**src/lmps_pkg.sv**
```systemverilog
// ----------------------------------------------------------------------------
// lmps_pkg
// Shared types and constants of the LED matrix PWM scanner.
// ----------------------------------------------------------------------------
package lmps_pkg;

    localparam int ROWS    = 8;
    localparam int COLUMNS = 8;
    localparam int LEVELS  = 4;

    localparam int LED_COUNT   = ROWS * COLUMNS;
    localparam int STORE_DEPTH = 64;
    localparam int ADDR_W      = $clog2(STORE_DEPTH);
    localparam int LEVEL_W     = 4;

    localparam logic OP_TICK  = 1'b0;
    localparam logic OP_WRITE = 1'b1;

    typedef struct packed {
        logic       op;
        logic [7:0] led_num;
        logic [3:0] brightness;
    } cmd_item_t;

    typedef struct packed {
        logic [7:0] row_drive;
        logic [2:0] column_select;
        logic [3:0] pwm_slot;
    } res_item_t;

endpackage

```
**src/led_matrix_pwm_scanner.sv**
```systemverilog
// ----------------------------------------------------------------------------
// led_matrix_pwm_scanner
// Multiplexed LED matrix driver with per-LED PWM brightness.
// ----------------------------------------------------------------------------
// One transaction in gives one transaction out. A write stores a brightness
// (saturated at LEVELS, ignored beyond the matrix). A tick steps the scan
// sequencer: a blanking tick does not scan, while a PWM or column tick walks
// the single read port of the brightness store one row per cycle through a
// shared level compare. The input is stalled while a transaction is in
// progress; a finished result may wait in the output register while the next
// command is taken. No clearing pass is needed after reset.
// ----------------------------------------------------------------------------
module led_matrix_pwm_scanner
    import lmps_pkg::*;
(
    input  logic      clk,
    input  logic      rst_n,
    input  logic      cmd_valid,
    output logic      cmd_stall,
    input  cmd_item_t cmd,
    output logic      res_valid,
    input  logic      res_stall,
    output res_item_t res
);

    typedef enum logic [1:0] {
        ST_IDLE,
        ST_SCAN,
        ST_DRAIN,
        ST_FINISH
    } state_t;

    typedef enum logic [1:0] {
        PH_PWM    = 2'd0,
        PH_BLANK  = 2'd1,
        PH_COLUMN = 2'd2
    } phase_t;

    state_t              state_reg,     state_next;
    phase_t              phase_reg,     phase_next;
    logic [3:0]          slot_reg,      slot_next;
    logic [2:0]          col_reg,       col_next;
    logic [7:0]          rows_reg,      rows_next;
    logic [2:0]          row_cnt_reg,   row_cnt_next;
    logic [ADDR_W-1:0]   addr_reg,      addr_next;
    logic                cmp_valid_reg, cmp_valid_next;
    logic [2:0]          cmp_row_reg,   cmp_row_next;
    logic                res_valid_reg, res_valid_next;
    res_item_t           res_reg,       res_next;

    logic                wr_en;
    logic [LEVEL_W-1:0]  wr_level;
    logic [LEVEL_W-1:0]  rd_level;
    logic [2:0]          col_inc;
    logic [3:0]          slot_inc;

    lmps_store u_store (
        .clk      (clk),
        .rst_n    (rst_n),
        .wr_en    (wr_en),
        .wr_addr  (cmd.led_num[ADDR_W-1:0]),
        .wr_level (wr_level),
        .rd_addr  (addr_reg),
        .rd_level (rd_level)
    );

    assign cmd_stall = (state_reg != ST_IDLE);
    assign res_valid = res_valid_reg;
    assign res       = res_reg;

    assign wr_level = (cmd.brightness > 4'(LEVELS)) ? 4'(LEVELS) : cmd.brightness;
    assign col_inc  = col_reg + 3'd1;
    assign slot_inc = slot_reg + 4'd1;

    always_comb
    begin
        state_next     = state_reg;
        phase_next     = phase_reg;
        slot_next      = slot_reg;
        col_next       = col_reg;
        rows_next      = rows_reg;
        row_cnt_next   = row_cnt_reg;
        addr_next      = addr_reg;
        cmp_valid_next = 1'b0;
        cmp_row_next   = cmp_row_reg;
        res_valid_next = res_valid_reg;
        res_next       = res_reg;
        wr_en          = 1'b0;

        if (res_valid_reg && !res_stall)
        begin
            res_valid_next = 1'b0;
        end

        case (state_reg)
            ST_IDLE:
            begin
                if (cmd_valid)
                begin
                    if (cmd.op == OP_WRITE)
                    begin
                        wr_en      = (cmd.led_num < 8'(LED_COUNT));
                        state_next = ST_FINISH;
                    end
                    else
                    begin
                        case (phase_reg)
                            PH_BLANK:
                            begin
                                slot_next  = '0;
                                rows_next  = '0;
                                phase_next = PH_COLUMN;
                                state_next = ST_FINISH;
                            end
                            PH_COLUMN:
                            begin
                                // wrap at the last column, also for a full 8
                                col_next   = ({1'b0, col_inc} >= 4'(COLUMNS)) ? 3'd0 : col_inc;
                                phase_next = PH_PWM;
                                state_next = ST_SCAN;
                            end
                            default:
                            begin
                                slot_next = slot_inc;
                                if (slot_inc >= 4'(LEVELS - 1))
                                begin
                                    phase_next = PH_BLANK;
                                end
                                state_next = ST_SCAN;
                            end
                        endcase
                        if (state_next == ST_SCAN)
                        begin
                            rows_next    = '0;
                            row_cnt_next = '0;
                            addr_next    = ADDR_W'(col_next);
                        end
                    end
                end
            end
            ST_SCAN:
            begin
                // read issued at addr_reg, compared in the next cycle
                cmp_valid_next = 1'b1;
                cmp_row_next   = row_cnt_reg;
                row_cnt_next   = row_cnt_reg + 3'd1;
                addr_next      = addr_reg + ADDR_W'(COLUMNS);
                if (row_cnt_reg == 3'(ROWS - 1))
                begin
                    state_next = ST_DRAIN;
                end
            end
            ST_DRAIN:
            begin
                state_next = ST_FINISH;
            end
            ST_FINISH:
            begin
                if (!res_valid_reg || !res_stall)
                begin
                    res_valid_next         = 1'b1;
                    res_next.row_drive     = rows_reg;
                    res_next.column_select = col_reg;
                    res_next.pwm_slot      = slot_reg;
                    state_next             = ST_IDLE;
                end
            end
            default:
            begin
                state_next = ST_IDLE;
            end
        endcase

        // shared level compare against the current slot
        if (cmp_valid_reg && (rd_level > slot_reg))
        begin
            rows_next[cmp_row_reg] = 1'b1;
        end
    end

    always_ff @(posedge clk or negedge rst_n)
    begin
        if (!rst_n)
        begin
            state_reg     <= ST_IDLE;
            phase_reg     <= PH_PWM;
            slot_reg      <= '0;
            col_reg       <= '0;
            rows_reg      <= '0;
            row_cnt_reg   <= '0;
            addr_reg      <= '0;
            cmp_valid_reg <= 1'b0;
            cmp_row_reg   <= '0;
            res_valid_reg <= 1'b0;
            res_reg       <= '0;
        end
        else
        begin
            state_reg     <= state_next;
            phase_reg     <= phase_next;
            slot_reg      <= slot_next;
            col_reg       <= col_next;
            rows_reg      <= rows_next;
            row_cnt_reg   <= row_cnt_next;
            addr_reg      <= addr_next;
            cmp_valid_reg <= cmp_valid_next;
            cmp_row_reg   <= cmp_row_next;
            res_valid_reg <= res_valid_next;
            res_reg       <= res_next;
        end
    end

endmodule

```
**src/lmps_store.sv**
```systemverilog
// ----------------------------------------------------------------------------
// lmps_store
// Brightness store: one write port, one registered read port. Each entry has
// a valid bit cleared at reset, so an unwritten entry reads as level zero.
// ----------------------------------------------------------------------------
module lmps_store
    import lmps_pkg::*;
(
    input  logic               clk,
    input  logic               rst_n,
    input  logic               wr_en,
    input  logic [ADDR_W-1:0]  wr_addr,
    input  logic [LEVEL_W-1:0] wr_level,
    input  logic [ADDR_W-1:0]  rd_addr,
    output logic [LEVEL_W-1:0] rd_level
);

    logic [LEVEL_W-1:0]     level_mem_reg [STORE_DEPTH];
    logic [STORE_DEPTH-1:0] valid_reg;
    logic [LEVEL_W-1:0]     rd_data_reg;
    logic                   rd_hit_reg;

    always_ff @(posedge clk)
    begin
        if (wr_en)
        begin
            level_mem_reg[wr_addr] <= wr_level;
        end
        rd_data_reg <= level_mem_reg[rd_addr];
        rd_hit_reg  <= valid_reg[rd_addr];
    end

    always_ff @(posedge clk or negedge rst_n)
    begin
        if (!rst_n)
        begin
            valid_reg <= '0;
        end
        else if (wr_en)
        begin
            valid_reg[wr_addr] <= 1'b1;
        end
    end

    assign rd_level = rd_hit_reg ? rd_data_reg : '0;

endmodule
```
**config.mk**
```make
export PLATFORM = sky130hd
export DESIGN_NAME = led_matrix_pwm_scanner
export DESIGN_NICKNAME = d
export VERILOG_FILES = /design/src/lmps_pkg.sv /design/src/led_matrix_pwm_scanner.sv /design/src/lmps_store.sv
export SDC_FILE = /design/constraint.sdc
export NUM_CORES = 1
export LEC_CHECK = 0
export ABC_CLOCK_PERIOD_IN_PS = 3300
export BUFFER_PORTS_ARGS = -buffer_cell sky130_fd_sc_hd__buf_2
export CAP_MARGIN = 25
export CORE_ASPECT_RATIO = 1.5
export CORE_MARGIN = 5
export CORE_UTILIZATION = 40
export DETAILED_ROUTE_END_ITERATION = 8
export GPL_TIMING_DRIVEN = 0
export PLACE_DENSITY = 0.52
export SYNTH_ARGS = -nofsm -noshare
export SYNTH_HDL_FRONTEND = slang
export SYNTH_HIERARCHICAL = 1
export SYNTH_SLANG_ARGS = --single-unit
```
**constraint.sdc**
```tcl
create_clock -name clk -period 3.3 [get_ports clk]
set_input_delay 0.165 -clock clk [delete_from_list [all_inputs] [get_ports clk]]
set_output_delay 0.165 -clock clk [all_outputs]
set_load 0.02 [all_outputs]
```
## After elaboration in Yosys (flattened, before gate mapping)

Memory sizes are Yosys's and may differ from the RTL's. A register that Yosys moved wholly into a read port is not among the register bits.
Cells that the tools add are included.

- Register bits: 113
- Memory bits (writable): 256
- Bits of input ports: 17
- Output and inout port bits: 17
- Word-level logic and storage cells: 106
- Memories kept: 1

- $add $sub $neg: 4
- $lt $le $gt $ge: 9
- Equality and inequality tests: 12
- Muxes and demuxes: 44
- Bitwise gates (word level): 4
- Reductions and logical operators: 17

Memory list:

| memory | words | width | rd ports | clocked after memory_dff | write ports | line | source |
|---|---|---|---|---|---|---|---|
| u_store.level_mem_reg | 64 | 4 | 1 | 1 | 1 | lmps_store.sv:18 | `logic [LEVEL_W-1:0] level_mem_reg [STORE_DEPTH];` |

Operator list:

| cell | number |
|---|---|
| $or 64x64->64 | 1 |
| $mux 8 | 6 |
| $mux 2 | 9 |
| $mux 6 | 3 |
| $lt 6x7->1 const B | 2 |
| $mux 1 | 12 |
| $mux 3 | 4 |
| $pmux 6 s2 | 1 |
| $reduce_and 4->1 | 3 |
| $ne 2x2->1 const B | 5 |
| $lt 8x7->1 const B | 1 |
| $mux 4 | 2 |
| $or 8x8->8 | 1 |
| $pmux 2 s4 | 1 |
| $pmux 4 s2 | 1 |
| $add 3x1->3 const B | 2 |
| $add 6x4->6 const B | 1 |
| $bmux 1 s6 | 1 |
| $demux 1 s6 | 1 |
| $eq 2x1->1 const B | 3 |
| $eq 2x2->1 const B | 3 |
| $ge 6x1->1 const B | 1 |
| $pmux 3 s2 | 1 |
| $reduce_and 3->1 | 2 |
| other kinds (17) | 23 |

## Logic depth before layout (Yosys ltp)

- Depth after elaboration: 12
- Depth in mapped cells: 8
- Gate-level depth less buffers: 8

## Cells and area by module

The synthesis kept the hierarchy.

By module, submodules not included:

| module | times used | cells each | area each (µm²) | sequential area each (µm²) |
|---|---|---|---|---|
| lmps_store | 1 | 674 | 12,832.3 | 9,389.0 |
| led_matrix_pwm_scanner | 1 | 193 | 2,273.4 | 1,201.2 |

## Least setup slack after synthesis

Ideal clock, no wire load.

- Kind: input-to-reg
- From: input cmd[3] (netlist name)
- To: memory u_store.level_mem_reg[0][0], data pin
- Library setup time: 0.500 ns
- Arrival time: 2.317 ns
- Data required time: 2.800 ns
- Path slack: 0.483 ns
- Stages on the path: 2
- Cell sequence: or2_2 nor2_1

- Longest elaborated chain between the ends: 2

RTL lines:

| what | line | source |
|---|---|---|
| from (decl) | led_matrix_pwm_scanner.sv:20 | `input cmd_item_t cmd,` |
| $gt 4x3->1 | led_matrix_pwm_scanner.sv:71 | `assign wr_level = (cmd.brightness > 4'(LEVELS)) ? 4'(LEVELS) : cmd.brightness;` |
| $mux 4 | led_matrix_pwm_scanner.sv:71 |  |
| net wr_level[0] | led_matrix_pwm_scanner.sv:52 | `logic [LEVEL_W-1:0] wr_level;` |
| to (decl) | lmps_store.sv:18 |  |

The timed path passes the listed nets, and every way through them passes these cells.

## Worst setup path in the final report

- From: register state_reg[0]
- To: memory u_store.level_mem_reg[43][3] (enable)

- Longest elaborated chain between the ends: 4

RTL lines:

| what | line | source |
|---|---|---|
| from (decl) | led_matrix_pwm_scanner.sv:39 | `state_t state_reg, state_next;` |
| from (signal assigned) | led_matrix_pwm_scanner.sv:199 | `state_reg <= state_next;` |
| $logic_not 2->1 | led_matrix_pwm_scanner.sv:95 | `case (state_reg)` |
| $mux 1 | led_matrix_pwm_scanner.sv:95 |  |
| net wr_en | led_matrix_pwm_scanner.sv:51 | `logic wr_en;` |
| $mux 1 | lmps_store.sv:25 | `if (wr_en)` |
| $mux 1 (implied by the code) | lmps_store.sv:27 | `level_mem_reg[wr_addr] <= wr_level;` |

The timed path passes the listed nets, and every way through them passes these cells.

==> metrics.md <==
| Metric | Value |
|---|---|
| Run status | finished, violations left |
| Violated checks | negative setup slack |
| Fillers | 3286 |
| Peak supply drop | 0.477 mV |
| Syn avg cell area | 17.4 sq um |
| Count of input and output buffers | 30 |
| P&R area growth vs syn | 15.4% |
| H-tree depth | 2 |
| Hold Vio Cnt, Final | 0 |
| Synth cell count leaders | 256 x edfxtp_1, 112 x dfrtp_1, 82 x mux4_2, 82 x nor2_1, 65 x or2_2 |
| Fmax | 298 MHz |
| CP Cell Sequence | inv_1 > ha_1 > nand2_2 > nor4b_2 > nand3_1 > nor2_1 |
| Internal power | 9010 uW |
| Clk_lat worst skew | 520 ps |
| Yosys top cell area share | 0.509 |
| Buffers plus inverters on the worst setup path | 1 |
| Antenna violations before repair | 0 |
| Ports | 34 |
| Setup crit start kind | flop |
| Distinct cells, synth | 57 |
| GPL Wtd Cong | 0.777 |
| Total Wirelength | 36200 um |
| Syn. warnings | 6 |
| Worst-path fanout max | 8 |
| Gr usage total | 0.177 |
| WHS Endpoint | phase_reg[1]$_DFFE_PN0P_ |
| Post-synth EDFFs | 256 |
| Multi-input logic area | 0.00455 sq mm |
| First-pass DRT Iterations | 5 |
| Hold Crit Class | in -> reg |
| Die W | 169 um |
| CTS clk-pin slew, worst paths | 60 ps |
| Clk network pwr share | 0.306 |
| RSZ-0062 raised after global routing | true |
| Clock tree buffer depth | 3 |
| Ys async rst share | 0.300 |
| CTS root buf | clkbuf_16 |
| Count leader, synth | edfxtp_1 |
| Critical-path top delay cell | nand3_1 |
| First-pass GRT wire length | 54500 um |
| CTS Buf Count | 36 |
| Total grt overflow | 0 |
| WS Path Type | reg -> reg |
| Combinational power share | 0.262 |
| Leakage | 0.00657 uW |
| Slew margin rel. | 0.358 |
| Starting Density | 0.403 |
| Register area share after synthesis | 0.701 |
| Sequential share of power | 0.432 |
| Final period util | 1.02 |
| R2R setup slack | -50 ps |
| FF-to-FF path depth | 6 |
| PwrDens | 736 mW/mm^2 |
| Cells after Synth | 867 |
| Sw power | 3810 uW |
| Net Sw Frac | 0.297 |
| Total number of vias | 7874 |
| Largest net degree at the start of global routing | 85 |
| Critical path endpoint category | flop |
| Yosys top cell by area | edfxtp_1 |
| Initial DRC Count | 617 |
| FF-to-FF Start | state_reg[0]$_DFFE_PN0P_ |
| Max stage delay on crit path | 790 ps |
| Post-synthesis cell area | 0.0151 sq mm |
| Critical path required time | 3450 ps |
| Synth top area cells | edfxtp_1 51%, dfrtp_1 19%, mux4_2 12% |
| Setup slack after layout | -50.4 ps |
| Reg area | 0.0106 sq mm |
| Core area | 0.0374 sq mm |
| RR Endpoint | u_store/level_mem_reg[43][3]$_DFFE_PP_ |
| Nets | 1041 |
| Diode count | 0 |
| Placed Area | 0.0162 sq mm |
| Final Max Tran Viols | 0 |
| Hold Slack | 95.0 ps |
| Worst Tran Pin Value | 963 ps |
| Post-DP HPWL | 25200 um |
| WL per Instance | 23.8 um |
| Vias in the first global route | 8355 |
| Routed vias/inst | 5.18 |
| Flops & latches, synth | 373 |
| Max FFs per register | 256 |
| Post-layout util | 0.466 |
| Hold path start | cmd_valid |
| CP arrival | 3500 ps |
| Post-route DRC | 0 |
| Die area | 0.0418 sq mm |
| Setup Viol. Count Final | 26 |
| Kind of cell adding the most delay to the critical path | simple AND/OR/NAND/NOR gates |
| Hold path cells | 5 |
| Tmin final | 3350 ps |
| Die height | 248 um |
| CTS tree | built |
| Maximum capacitance violations | 0 |
| Synth Flop Type | edfxtp_1 |
| CTS Sinks | 373 |
| Final ANT Viol Nets | 0 |
| Fin Setup TNS | -416 ps |
| Final instance area | 0.0174 sq mm |
| Std-Cell Rows | 87 |
| Clk_skew | 8.40 ps |
| Share of post-route cells with drive strength above 1 | 0.293 |
## metal layers
layer / up-vias / GRT usage / share of wire
met1: 4085 / 0.215 / 0.40
met4: 0 / 0.0607 / 0.030
met5: - / 0 / 0
met2: 179 / 0.321 / 0.53
li1: 3559 / - / -
met3: 51 / 0.0295 / 0.042
## cell type report
type,instances,area share
tap,489,0.0351
clock buffer,55,0.0599
clock inverter,8,0.00337
timing repair buffer,39,0.0173
sequential,373,0.608
buffer,39,0.0130
inverter,13,0.00280
multi-input combinational,505,0.261
## power groups by stage
stage | combinational, uW | sequential [uW] | clock [uW]
2_1_floorplan | 2270 | 5650 | 0
3_3_place_gp | 3390 | 5640 | 0
3_5_place_dp | 3420 | 5640 | 0
4_1_cts | 3440 | 5540 | 4040
5_1_grt | 3650 | 5580 | 4230
6_report | 3360 | 5540 | 3920
## worst max path at each step
stage / from / endpoint / slack, ps / cells after the start
2_1_floorplan: cmd[3] / u_store/level_mem_reg[0][0]$_DFFE_PP_ / 480 / 2
4_1_cts: state_reg[0]$_DFFE_PN0P_ / u_store/level_mem_reg[33][0]$_DFFE_PP_ / 0.007 / 6
5_1_grt: state_reg[0]$_DFFE_PN0P_ / u_store/level_mem_reg[41][3]$_DFFE_PP_ / -120 / 6
3_5_place_dp: state_reg[0]$_DFFE_PN0P_ / u_store/level_mem_reg[39][0]$_DFFE_PP_ / -490 / 6
6_report: state_reg[0]$_DFFE_PN0P_ / u_store/level_mem_reg[43][3]$_DFFE_PP_ / -50 / 6
3_3_place_gp: cmd[3] / u_store/level_mem_reg[1][0]$_DFFE_PP_ / -1510 / 3
## placed cells by master, fill, tap and decap left out, types with 8 or more instances in the layout
cell / count
buf_2: 38
nand2_1: 23
ha_1: 17
mux2_2: 22
mux4_2: 82
o22ai_1: 8
clkbuf_1: 29
clkbuf_16: 37
nand3_1: 9
mux2i_1: 14
inv_1: 13
nor2_1: 61
edfxtp_1: 256
o21ai_0: 14
conb_1: 64
or2_2: 65
dfrtp_1: 112
a211oi_1: 8
nor2_2: 19
## through the flow
step	setup slack (ps)	cells	total power (uW)
global placement	-1510	1449	9020
detailed placement	-486	1453	9060
CTS	0.00711	1521	13000
finish	-50.4	1521	12800
global route	-122	1521	13500
floorplan	483	930	7920
## kinds of logic after synthesis
family,Yosys count,synth area share
AOI/OAI and AO/OA,74,0.0350
xor gates and xnor gates,6,0.00348
adders and majority gates,17,0.0141
buffers and inverters,52,0.0182
DFF,373,0.701
muxes,120,0.151
other,1,0.000248
and+or+nand+nor,224,0.0765
## tightest hold or removal path, delay by kind of cell
family | cells | cell delay (ps)
compound gates | 1 | 70
buf+inv | 1 | 120
simple gates | 3 | 200
## repair_timing
| item | CTS | global route |
|---|---|---|
| setup endpoints to repair | 314 | 179 |
| resized for setup | 4 | 17 |
| setup buffers | 2 | 0 |
| hold buffers | 3 | 0 |
| hold endpoints to repair | 114 | 0 |
No activity file was read; power rests on OpenSTA's default activity.
